### src/rtl/ihex_pkg.sv
// Shared types and constants of the HEX record loader.
// Used by ihex_ctrl, ihex_dpath, the top level and the checker; no dependencies.
package ihex_pkg;

    localparam int MAX_DATA     = 32;   // largest data field of a record, 1..32
    localparam int VECTOR_WORDS = 7;    // words covered by the vector checksum, 1..16

    localparam int BUF_AW  = (MAX_DATA > 1) ? $clog2(MAX_DATA) : 1;
    localparam int VI_W    = (VECTOR_WORDS > 1) ? $clog2(VECTOR_WORDS) : 1;
    localparam int POS_W   = 6;         // record byte counter, saturates
    localparam int IDX_W   = 6;         // emit / sum index
    localparam int TDATA_W = 72;        // 32 + 32 + 3 packed, padded to bytes

    localparam logic [POS_W-1:0] POS_MAX  = '1;
    localparam logic [31:0]      VEC_ADDR = 32'(VECTOR_WORDS * 4);

    // record type byte codes
    localparam logic [7:0] REC_DATA    = 8'h00;
    localparam logic [7:0] REC_EOF     = 8'h01;
    localparam logic [7:0] REC_EXT_SEG = 8'h02;
    localparam logic [7:0] REC_EXT_LIN = 8'h04;

    typedef enum logic [1:0] {
        KIND_BYTE   = 2'd0,
        KIND_VEC    = 2'd1,
        KIND_STATUS = 2'd2
    } kind_t;

    typedef enum logic [2:0] {
        ST_DATA_OK   = 3'd0,
        ST_OTHER_OK  = 3'd1,
        ST_EOF       = 3'd2,
        ST_SUM_BAD   = 3'd3,
        ST_MALFORMED = 3'd4
    } status_t;

    // controller -> datapath
    typedef struct packed {
        logic    take;          // input transaction this cycle
        logic    judge;         // record complete: clear counters, latch base
        logic    set_offset;    // apply extended address record
        logic    idx_inc;
        logic    acc_add;
        logic    load_byte;
        logic    load_vec;
        logic    load_status;
        status_t status;
    } ihex_cmd_t;

    // datapath -> controller
    typedef struct packed {
        logic       malformed;
        logic       sum_bad;
        logic [7:0] rec_type;
        logic       len_zero;
        logic       len_two;
        logic       byte_done;  // current index is the last data byte
        logic       vsum_done;  // current index is the last vector word
    } ihex_sts_t;

endpackage

### src/rtl/ihex_dpath.sv
// Datapath of the HEX record loader: record fields, data buffer, offset,
// vector shadow with its adder, and the output register. Depends on ihex_pkg.
module ihex_dpath
    import ihex_pkg::*;
(
    input  logic        clk,
    input  logic        rst_n,
    input  ihex_cmd_t   cmd,
    output ihex_sts_t   sts,
    input  logic [7:0]  in_byte,
    input  logic        in_last,
    output kind_t       out_kind,
    output logic [31:0] out_addr,
    output logic [31:0] out_data,
    output status_t     out_status,
    output logic        out_last
);

    logic [POS_W-1:0] pos_reg;
    logic [7:0]       len_reg;
    logic [15:0]      raddr_reg;
    logic [7:0]       type_reg;
    logic [7:0]       sum_reg;
    logic [7:0]       d0_reg, d1_reg;
    logic [31:0]      offset_reg;
    logic [31:0]      base_reg;
    logic [31:0]      acc_reg;
    logic [IDX_W-1:0] idx_reg, idx_next;
    logic [31:0]      shadow_reg [VECTOR_WORDS];

    logic [7:0]       buf_mem [MAX_DATA];
    logic [7:0]       rd_reg;

    kind_t            out_kind_reg;
    logic [31:0]      out_addr_reg;
    logic [31:0]      out_data_reg;
    status_t          out_status_reg;
    logic             out_last_reg;

    logic [POS_W-1:0] buf_wpos;
    logic             buf_we;
    logic [31:0]      byte_addr;
    logic             shadow_hit;
    logic [8:0]       total, expect_total;

    assign buf_wpos   = pos_reg - POS_W'(4);
    assign buf_we     = cmd.take && !in_last && (pos_reg >= POS_W'(4))
                        && (buf_wpos < POS_W'(MAX_DATA));
    assign idx_next   = cmd.judge ? '0 : (cmd.idx_inc ? idx_reg + IDX_W'(1) : idx_reg);
    assign byte_addr  = base_reg + 32'(idx_reg);
    assign shadow_hit = byte_addr[31:2] < 30'(VECTOR_WORDS);

    assign total        = 9'(pos_reg) + 9'd1;
    assign expect_total = 9'(len_reg) + 9'd5;

    assign out_kind   = out_kind_reg;
    assign out_addr   = out_addr_reg;
    assign out_data   = out_data_reg;
    assign out_status = out_status_reg;
    assign out_last   = out_last_reg;

    always_comb
    begin
        sts.malformed = (total != expect_total) || (len_reg > 8'(MAX_DATA));
        sts.sum_bad   = (sum_reg != 8'd0);
        sts.rec_type  = type_reg;
        sts.len_zero  = (len_reg == 8'd0);
        sts.len_two   = (len_reg == 8'd2);
        sts.byte_done = (9'(idx_reg) + 9'd1) == 9'(len_reg);
        sts.vsum_done = (idx_reg == IDX_W'(VECTOR_WORDS - 1));
    end

    // record buffer: one write port on input, one registered read port
    always_ff @(posedge clk)
    begin
        if (buf_we)
        begin
            buf_mem[buf_wpos[BUF_AW-1:0]] <= in_byte;
        end
        rd_reg <= buf_mem[idx_next[BUF_AW-1:0]];
    end

    always_ff @(posedge clk or negedge rst_n)
    begin
        if (!rst_n)
        begin
            pos_reg    <= '0;
            len_reg    <= '0;
            raddr_reg  <= '0;
            type_reg   <= '0;
            sum_reg    <= '0;
            offset_reg <= '0;
            idx_reg    <= '0;
            for (int i = 0; i < VECTOR_WORDS; i++)
            begin
                shadow_reg[i] <= '0;
            end
        end
        else
        begin
            idx_reg <= idx_next;
            if (cmd.take)
            begin
                sum_reg <= sum_reg + in_byte;
                if (!in_last)
                begin
                    unique case (pos_reg)
                        POS_W'(0): len_reg          <= in_byte;
                        POS_W'(1): raddr_reg[15:8]  <= in_byte;
                        POS_W'(2): raddr_reg[7:0]   <= in_byte;
                        POS_W'(3): type_reg         <= in_byte;
                        default:   ;
                    endcase
                    if (pos_reg != POS_MAX)
                    begin
                        pos_reg <= pos_reg + POS_W'(1);
                    end
                end
            end
            if (cmd.judge)
            begin
                pos_reg <= '0;
                sum_reg <= '0;
            end
            if (cmd.set_offset)
            begin
                if (type_reg == REC_EXT_SEG)
                begin
                    offset_reg <= {12'd0, d0_reg, d1_reg, 4'd0};
                end
                else
                begin
                    offset_reg <= {d0_reg, d1_reg, 16'd0};
                end
            end
            if (cmd.load_byte && shadow_hit)
            begin
                shadow_reg[byte_addr[VI_W+1:2]][{byte_addr[1:0], 3'b000} +: 8] <= rd_reg;
            end
        end
    end

    // payload, base, accumulator and output registers
    always_ff @(posedge clk)
    begin
        if (cmd.take && !in_last && pos_reg == POS_W'(4))
        begin
            d0_reg <= in_byte;
        end
        if (cmd.take && !in_last && pos_reg == POS_W'(5))
        begin
            d1_reg <= in_byte;
        end
        if (cmd.judge)
        begin
            base_reg <= offset_reg + {16'd0, raddr_reg};
            acc_reg  <= '0;
        end
        else if (cmd.acc_add)
        begin
            acc_reg <= acc_reg + shadow_reg[idx_reg[VI_W-1:0]];
        end
        if (cmd.load_byte)
        begin
            out_kind_reg   <= KIND_BYTE;
            out_addr_reg   <= byte_addr;
            out_data_reg   <= {24'd0, rd_reg};
            out_status_reg <= ST_DATA_OK;
            out_last_reg   <= 1'b0;
        end
        else if (cmd.load_vec)
        begin
            out_kind_reg   <= KIND_VEC;
            out_addr_reg   <= VEC_ADDR;
            out_data_reg   <= ~acc_reg + 32'd1;
            out_status_reg <= ST_DATA_OK;
            out_last_reg   <= 1'b0;
        end
        else if (cmd.load_status)
        begin
            out_kind_reg   <= KIND_STATUS;
            out_addr_reg   <= '0;
            out_data_reg   <= '0;
            out_status_reg <= cmd.status;
            out_last_reg   <= 1'b1;
        end
    end

endmodule

### src/rtl/ihex_ctrl.sv
// Controller of the HEX record loader: receive, judge and emit sequencing.
// Depends on ihex_pkg; drives ihex_dpath through ihex_cmd_t.
module ihex_ctrl
    import ihex_pkg::*;
(
    input  logic      clk,
    input  logic      rst_n,
    input  logic      in_valid,
    input  logic      in_last,
    output logic      in_ready,
    output logic      out_valid,
    input  logic      out_ready,
    input  ihex_sts_t sts,
    output ihex_cmd_t cmd
);

    typedef enum logic [2:0] {
        S_RECV,
        S_JUDGE,
        S_BYTE,
        S_BWAIT,
        S_VSUM,
        S_VEC,
        S_VWAIT,
        S_SWAIT
    } state_t;

    state_t state_reg, state_next;
    logic   out_valid_reg, out_valid_next;

    assign in_ready  = (state_reg == S_RECV);
    assign out_valid = out_valid_reg;

    always_comb
    begin
        state_next     = state_reg;
        out_valid_next = out_valid_reg;
        cmd            = '0;
        cmd.status     = ST_DATA_OK;
        unique case (state_reg)
            S_RECV:
            begin
                cmd.take = in_valid;
                if (in_valid && in_last)
                begin
                    state_next = S_JUDGE;
                end
            end
            S_JUDGE:
            begin
                cmd.judge = 1'b1;
                if (sts.malformed)
                begin
                    cmd.load_status = 1'b1;
                    cmd.status      = ST_MALFORMED;
                end
                else if (sts.sum_bad)
                begin
                    cmd.load_status = 1'b1;
                    cmd.status      = ST_SUM_BAD;
                end
                else
                begin
                    unique case (sts.rec_type)
                        REC_DATA:
                        begin
                            cmd.load_status = sts.len_zero;
                            cmd.status      = ST_DATA_OK;
                        end
                        REC_EOF:
                        begin
                            cmd.load_status = 1'b0;
                        end
                        REC_EXT_SEG, REC_EXT_LIN:
                        begin
                            cmd.set_offset  = sts.len_two;
                            cmd.load_status = 1'b1;
                            cmd.status      = ST_OTHER_OK;
                        end
                        default:
                        begin
                            cmd.load_status = 1'b1;
                            cmd.status      = ST_OTHER_OK;
                        end
                    endcase
                end
                if (cmd.load_status)
                begin
                    state_next     = S_SWAIT;
                    out_valid_next = 1'b1;
                end
                else if (sts.rec_type == REC_EOF)
                begin
                    state_next = S_VSUM;
                end
                else
                begin
                    state_next = S_BYTE;
                end
            end
            S_BYTE:
            begin
                cmd.load_byte  = 1'b1;
                state_next     = S_BWAIT;
                out_valid_next = 1'b1;
            end
            S_BWAIT:
            begin
                if (out_ready)
                begin
                    if (sts.byte_done)
                    begin
                        cmd.load_status = 1'b1;
                        cmd.status      = ST_DATA_OK;
                        state_next      = S_SWAIT;
                    end
                    else
                    begin
                        cmd.idx_inc    = 1'b1;
                        state_next     = S_BYTE;
                        out_valid_next = 1'b0;
                    end
                end
            end
            S_VSUM:
            begin
                cmd.acc_add = 1'b1;
                cmd.idx_inc = !sts.vsum_done;
                if (sts.vsum_done)
                begin
                    state_next = S_VEC;
                end
            end
            S_VEC:
            begin
                cmd.load_vec   = 1'b1;
                state_next     = S_VWAIT;
                out_valid_next = 1'b1;
            end
            S_VWAIT:
            begin
                if (out_ready)
                begin
                    cmd.load_status = 1'b1;
                    cmd.status      = ST_EOF;
                    state_next      = S_SWAIT;
                end
            end
            S_SWAIT:
            begin
                if (out_ready)
                begin
                    state_next     = S_RECV;
                    out_valid_next = 1'b0;
                end
            end
            default:
            begin
                state_next     = S_RECV;
                out_valid_next = 1'b0;
            end
        endcase
    end

    always_ff @(posedge clk or negedge rst_n)
    begin
        if (!rst_n)
        begin
            state_reg     <= S_RECV;
            out_valid_reg <= 1'b0;
        end
        else
        begin
            state_reg     <= state_next;
            out_valid_reg <= out_valid_next;
        end
    end

endmodule

### src/rtl/intel_hex_record_loader_unit.sv
// Top level of the HEX record loader: stream ports, controller and datapath.
// Depends on ihex_pkg, ihex_ctrl and ihex_dpath.
//
// Takes the binary bytes of HEX records (count, address high, address low,
// type, data bytes, checksum), one byte per input transaction, with s_tlast
// on the checksum byte. Bytes without s_tlast are absorbed without stalling
// the input and produce nothing. After the checksum byte the record is
// judged. A malformed record (byte total not count + 5, or count above
// MAX_DATA) yields only status 4; a bad checksum yields only status 3. A
// good data record yields one byte write per data byte at offset + address
// + i, then status 0. Extended segment / linear records with count 2 set the
// offset, status 1; other types give status 1. End of file sums the vector
// shadow (bytes 0 .. 4*VECTOR_WORDS-1 of the written image, zero at reset)
// and writes its negation at address 4*VECTOR_WORDS, then status 2. The
// status result always carries tlast. Timing: one item is handled at a
// time; s_tready is low from the checksum byte until the status transaction
// completes. Each data byte is read from the buffer into the shared output
// register, then held there until its output transaction completes. End of
// file goes through the judge state, sums the shadow words one at a time in
// the single shadow adder, then loads the checksum word and performs one
// output transaction for it and one for the status.
module intel_hex_record_loader_unit
    import ihex_pkg::*;
(
    input  logic               clk,
    input  logic               rst_n,
    input  logic               s_tvalid,
    output logic               s_tready,
    input  logic [7:0]         s_tdata,   // [7:0] record_byte
    input  logic               s_tlast,   // end_of_record
    output logic               m_tvalid,
    input  logic               m_tready,
    output logic [TDATA_W-1:0] m_tdata,   // [31:0] write_address, [63:32] write_data,
                                          // [66:64] status, [71:67] zero
    output logic [1:0]         m_tuser,   // [1:0] kind
    output logic               m_tlast    // last result of the record
);

    ihex_cmd_t   cmd;
    ihex_sts_t   sts;
    kind_t       out_kind;
    logic [31:0] out_addr;
    logic [31:0] out_data;
    status_t     out_status;
    logic        out_last;

    ihex_ctrl u_ctrl (
        .clk       (clk),
        .rst_n     (rst_n),
        .in_valid  (s_tvalid),
        .in_last   (s_tlast),
        .in_ready  (s_tready),
        .out_valid (m_tvalid),
        .out_ready (m_tready),
        .sts       (sts),
        .cmd       (cmd)
    );

    ihex_dpath u_dpath (
        .clk        (clk),
        .rst_n      (rst_n),
        .cmd        (cmd),
        .sts        (sts),
        .in_byte    (s_tdata),
        .in_last    (s_tlast),
        .out_kind   (out_kind),
        .out_addr   (out_addr),
        .out_data   (out_data),
        .out_status (out_status),
        .out_last   (out_last)
    );

    // pack result fields, first field lowest
    assign m_tdata = {5'd0, out_status, out_data, out_addr};
    assign m_tuser = out_kind;
    assign m_tlast = out_last;

endmodule

### config.mk
export PLATFORM = sky130hd
export DESIGN_NAME = intel_hex_record_loader_unit
export DESIGN_NICKNAME = d
export VERILOG_FILES = /design/src/rtl/ihex_pkg.sv /design/src/rtl/ihex_dpath.sv /design/src/rtl/ihex_ctrl.sv /design/src/rtl/intel_hex_record_loader_unit.sv
export SDC_FILE = /design/constraint.sdc
export NUM_CORES = 1
export LEC_CHECK = 0
export ABC_AREA = 1
export BUFFER_PORTS_ARGS = -buffer_cell sky130_fd_sc_hd__buf_2
export CORE_UTILIZATION = 46
export DETAILED_ROUTE_END_ITERATION = 12
export GPL_TIMING_DRIVEN = 0
export SETUP_SLACK_MARGIN = 0.3
export SLEW_MARGIN = 20
export SYNTH_ARGS = -nofsm -noshare
export SYNTH_HDL_FRONTEND = slang
export SYNTH_HIERARCHICAL = 1
export SYNTH_SLANG_ARGS = --single-unit
### constraint.sdc
create_clock -name clk -period 4.3 [get_ports clk]
set_input_delay 0.86 -clock clk [delete_from_list [all_inputs] [get_ports clk]]
set_output_delay 0.86 -clock clk [all_outputs]
set_load 0.005 [all_outputs]
==> results.md <==
- Final Instance Area: approximately 42000 um2
- Synth Instances: approximately 4k
- Routed len/inst: 21.6 um
- Pleak: about 0.018 uW
- Max Clk Rate: 241 MHz
- Most common cell in the netlist: nand2_1
- Distinct cells, synth: slightly below 60
- Comb pwr share: 0.512
- Hold Violations, Final: 0
- FF-to-FF End: u_dpath/rd_reg[4]$_DFF_P_
- EDFF count, synth: approximately 340
- TritonCTS clock tree: built
- # setup viols final: 0
- Slew headroom: 0.312
- Main flop type after synthesis: edfxtp_1
- Startpoint Class: flop
- Final HPWL DP: ~82000 um
- Async set or reset register ratio after synthesis: 0.427
- Hold buffer count at CTS: 0
- Setup Crit Path Kind: reg2reg
- Synth Area per Inst: 8.96 um2
- Final WL: between 100000 and 150000 um
- Worst Path Buf+Inv: 10
- Overall die width: ~280 um
- Largest register FFs: approximately 260
- Rows: approximately 100
- Worst-Skew Late Latency: 0.63 ns
- Sw frac: 0.462
- 1st-iter DRT viols: 3461
- Crit-path slowest cell: dfrtp_1
- Post-synth top area cell: edfxtp_1
- Slew @ Worst Pin: approximately 1 ns
- Most used cell, CP: clkbuf_16
- Tot GR Track Use: 0.289
- Outcome: completed
- Yosys top cell area share: 0.286
- Core footprint: between 70000 and 80000 um2
- Crit-path cells: buf_8 > inv_6 > clkbuf_16 > clkbuf_16 > buf_12 > ha_4 > nand2_2 > inv_2 > nor4_4 > nand4_1 > nor4_4 > or2_4 > o31ai_4 > buf_6 > nor2_4 > nor3_4 > buf_12 > clkbuf_16 > clkbuf_16 > o21ai_1 > o22ai_1 > o211ai_1 > nand2_1 > o21a_1
- Worst path max stage delay: roughly 0.37 ns
- Worst r2r path cells: 24
- Top Family by Delay on Critical Path: buffers and inverters
- Synth-to-Final Area Change: 16.0%
- Post-Syn Area: roughly 36000 um2
- DR pass1 iterations: 6
- Tot Pwr: about 32000 uW
- Most frequent cells after synthesis: 875 x nand2_1, 614 x nor2_1, 345 x o21ai_0
- Worst Setup SP: u_dpath/idx_reg[0]$_DFF_PN0_
- Maxcap violations: 0
- Number of global-route vias before repair: 28.9k
- P per Cell Area: 769 nW/um2
- Synth top area cells: edfxtp_1 29%, dfrtp_1 21%, nand2_1 9.1%
- Critical path arrival: ~4.7 ns
- H-tree depth: 3
- Synth Register Bits: around 700
- Num Clock Sinks: around 720
- CP required: just under 5 ns
- Port Buf Inserts: 84
- CTS root buffer: clkbuf_16
- Final Slew Violations: 0
- Ys Warns: 6
- # DRC: 0
- P_sw: ~15000 uW
- Die area: 79800 um2
- Final setup TNS: 0 ns
- Clk network pwr share: 0.215
- ANT nets after route: 0
- Largest net degree at the start of global routing: just over 90
- Drt via density: 5.74
- Gr ovfl total: 0
- Initial antenna violation count: 2
- Share of layout cells above drive strength 1: 0.123
- RSZ-0062 raised after global routing: true
- Cell-internal power: around 17000 uW
- Cts bufs inserted: about 80
- R2R Setup Slk: ~0.15 ns
- Clock skew: 0.0209 ns
- HP Class: in2async
- Fin nets: 4342
- FILL cells: roughly 7.2k
- Via count: around 31k
- Tmin final: 4.15 ns
- I/O pin cnt: 90
- Max FO, Critical Path: 8
- Global placement routability congestion: slightly below 1
- CP Capture Type: flop
- Starting Density: 0.466
- Reg clk slew, reported paths: around 0.06 ns
- Sequential area share after synthesis: 0.537
- Placed Area: approximately 38000 um2
- VDD IR max: about 440 uV
- First-pass GRT wire length: 175000 um
- Worst flop-to-flop path startpoint: u_dpath/idx_reg[0]$_DFF_PN0_
- Final period util: 0.966
- Clk buf depth: 3
- Die Y: around 280 um
- Flop pwr share: 0.273
## layout make-up
type,count,area (um2),share of cell area
Timing Repair Buffer,125,868,0.0207
Inverter,255,976,0.0233
Timing Repair inverter,4,30.0,0.000716
Multi-Input combinational cell,2871,15200,0.362
Antenna cell,1,2.50,0.0000597
Clock inverter,42,450,0.0107
Buffer,193,1520,0.0363
Clock buffer,102,2190,0.0521
Tap cell,1040,1300,0.0310
Sequential cell,721,19400,0.463
## worst max path at each step
stage,to,slack (ns),depth (start not counted)
2_1_floorplan,u_dpath/rd_reg[6]$_DFF_P_,0.36,24
3_3_place_gp,u_dpath/offset_reg[31]$_DFFE_PN0P_,-4.01,1
3_5_place_dp,u_dpath/rd_reg[2]$_DFF_P_,-1.79,24
4_1_cts,u_dpath/rd_reg[2]$_DFF_P_,0.28,25
5_1_grt,u_dpath/rd_reg[2]$_DFF_P_,0.01,22
6_report,u_dpath/rd_reg[4]$_DFF_P_,0.15,24
## repair_timing
action	in CTS	in global routing
pin swaps	39	31
gates resized for setup	211	73
buffers inserted	26	5
gates cloned	6	1
endpoints found under the setup margin	113	94
## cells by family after synthesis
kind of cell | after synthesis | synth area share
AND/OR/NAND/NOR | 2019 | 0.248
flip-flops | 721 | 0.537
AO/OA/AOI/OAI | 686 | 0.111
buffers and inverters | 448 | 0.0565
XOR/XNOR | 82 | 0.0199
adder cells (fa/ha/maj) | 79 | 0.0282
other | 1 | 0.000104
## placed cells by master, fill, tap and decap left out, drive strengths merged, types with 6 or more instances in the layout
cell | Yosys | final
dfxtp | 69 | 69
a31oi | 34 | 34
ha | 75 | 75
dfrtp | 308 | 308
a21oi | 118 | 118
o211ai | 27 | 27
o21ai | 350 | 350
nand3 | 193 | 193
nand3b | 6 | 6
edfxtp | 344 | 344
clkbuf | 114 | 214
xnor2 | 20 | 20
nor3 | 38 | 38
bufinv | 0 | 7
clkinv | 2 | 30
clkinvlp | 0 | 9
or2 | 6 | 6
o22ai | 42 | 42
o221ai | 43 | 43
nand4 | 251 | 251
nor4 | 16 | 16
xor2 | 62 | 62
o32ai | 32 | 32
inv | 253 | 255
o21a | 10 | 10
buf | 79 | 206
o31ai | 6 | 6
nand2 | 879 | 879
nor2 | 623 | 623
## stage by stage
stage / std cells / setup slack, ns / hold WS (ns) / util
detailed placement: 5171 / -1.79 / 0.437 / 0.491
finish: 5354 / 0.146 / 0.197 / 0.541
CTS: 5347 / 0.277 / 0.224 / 0.537
global placement: 5164 / -4.01 / 0.435 / 0.489
floorplan: 4040 / 0.364 / 0.425 / -
global route: 5354 / 0.0118 / 0.238 / 0.541
## power groups by stage
stage | registers, uW | clock network [uW] | logic [uW]
6_report | 8810 | 6950 | 16500
5_1_grt | 8860 | 7310 | 17800
4_1_cts | 8780 | 7040 | 15800
3_5_place_dp | 8940 | 0 | 14300
3_3_place_gp | 8940 | 0 | 14200
2_1_floorplan | 8690 | 0 | 8970
## per-layer routing
metal,wire (um),track usage,vias to the layer above
met4,4110,0.109,2
li1,-,-,14500
met5,13,0,-
met1,51100,0.404,14900
met3,6730,0.0349,232
met2,53900,0.461,1140
Power figures use the tool's default switching activity.
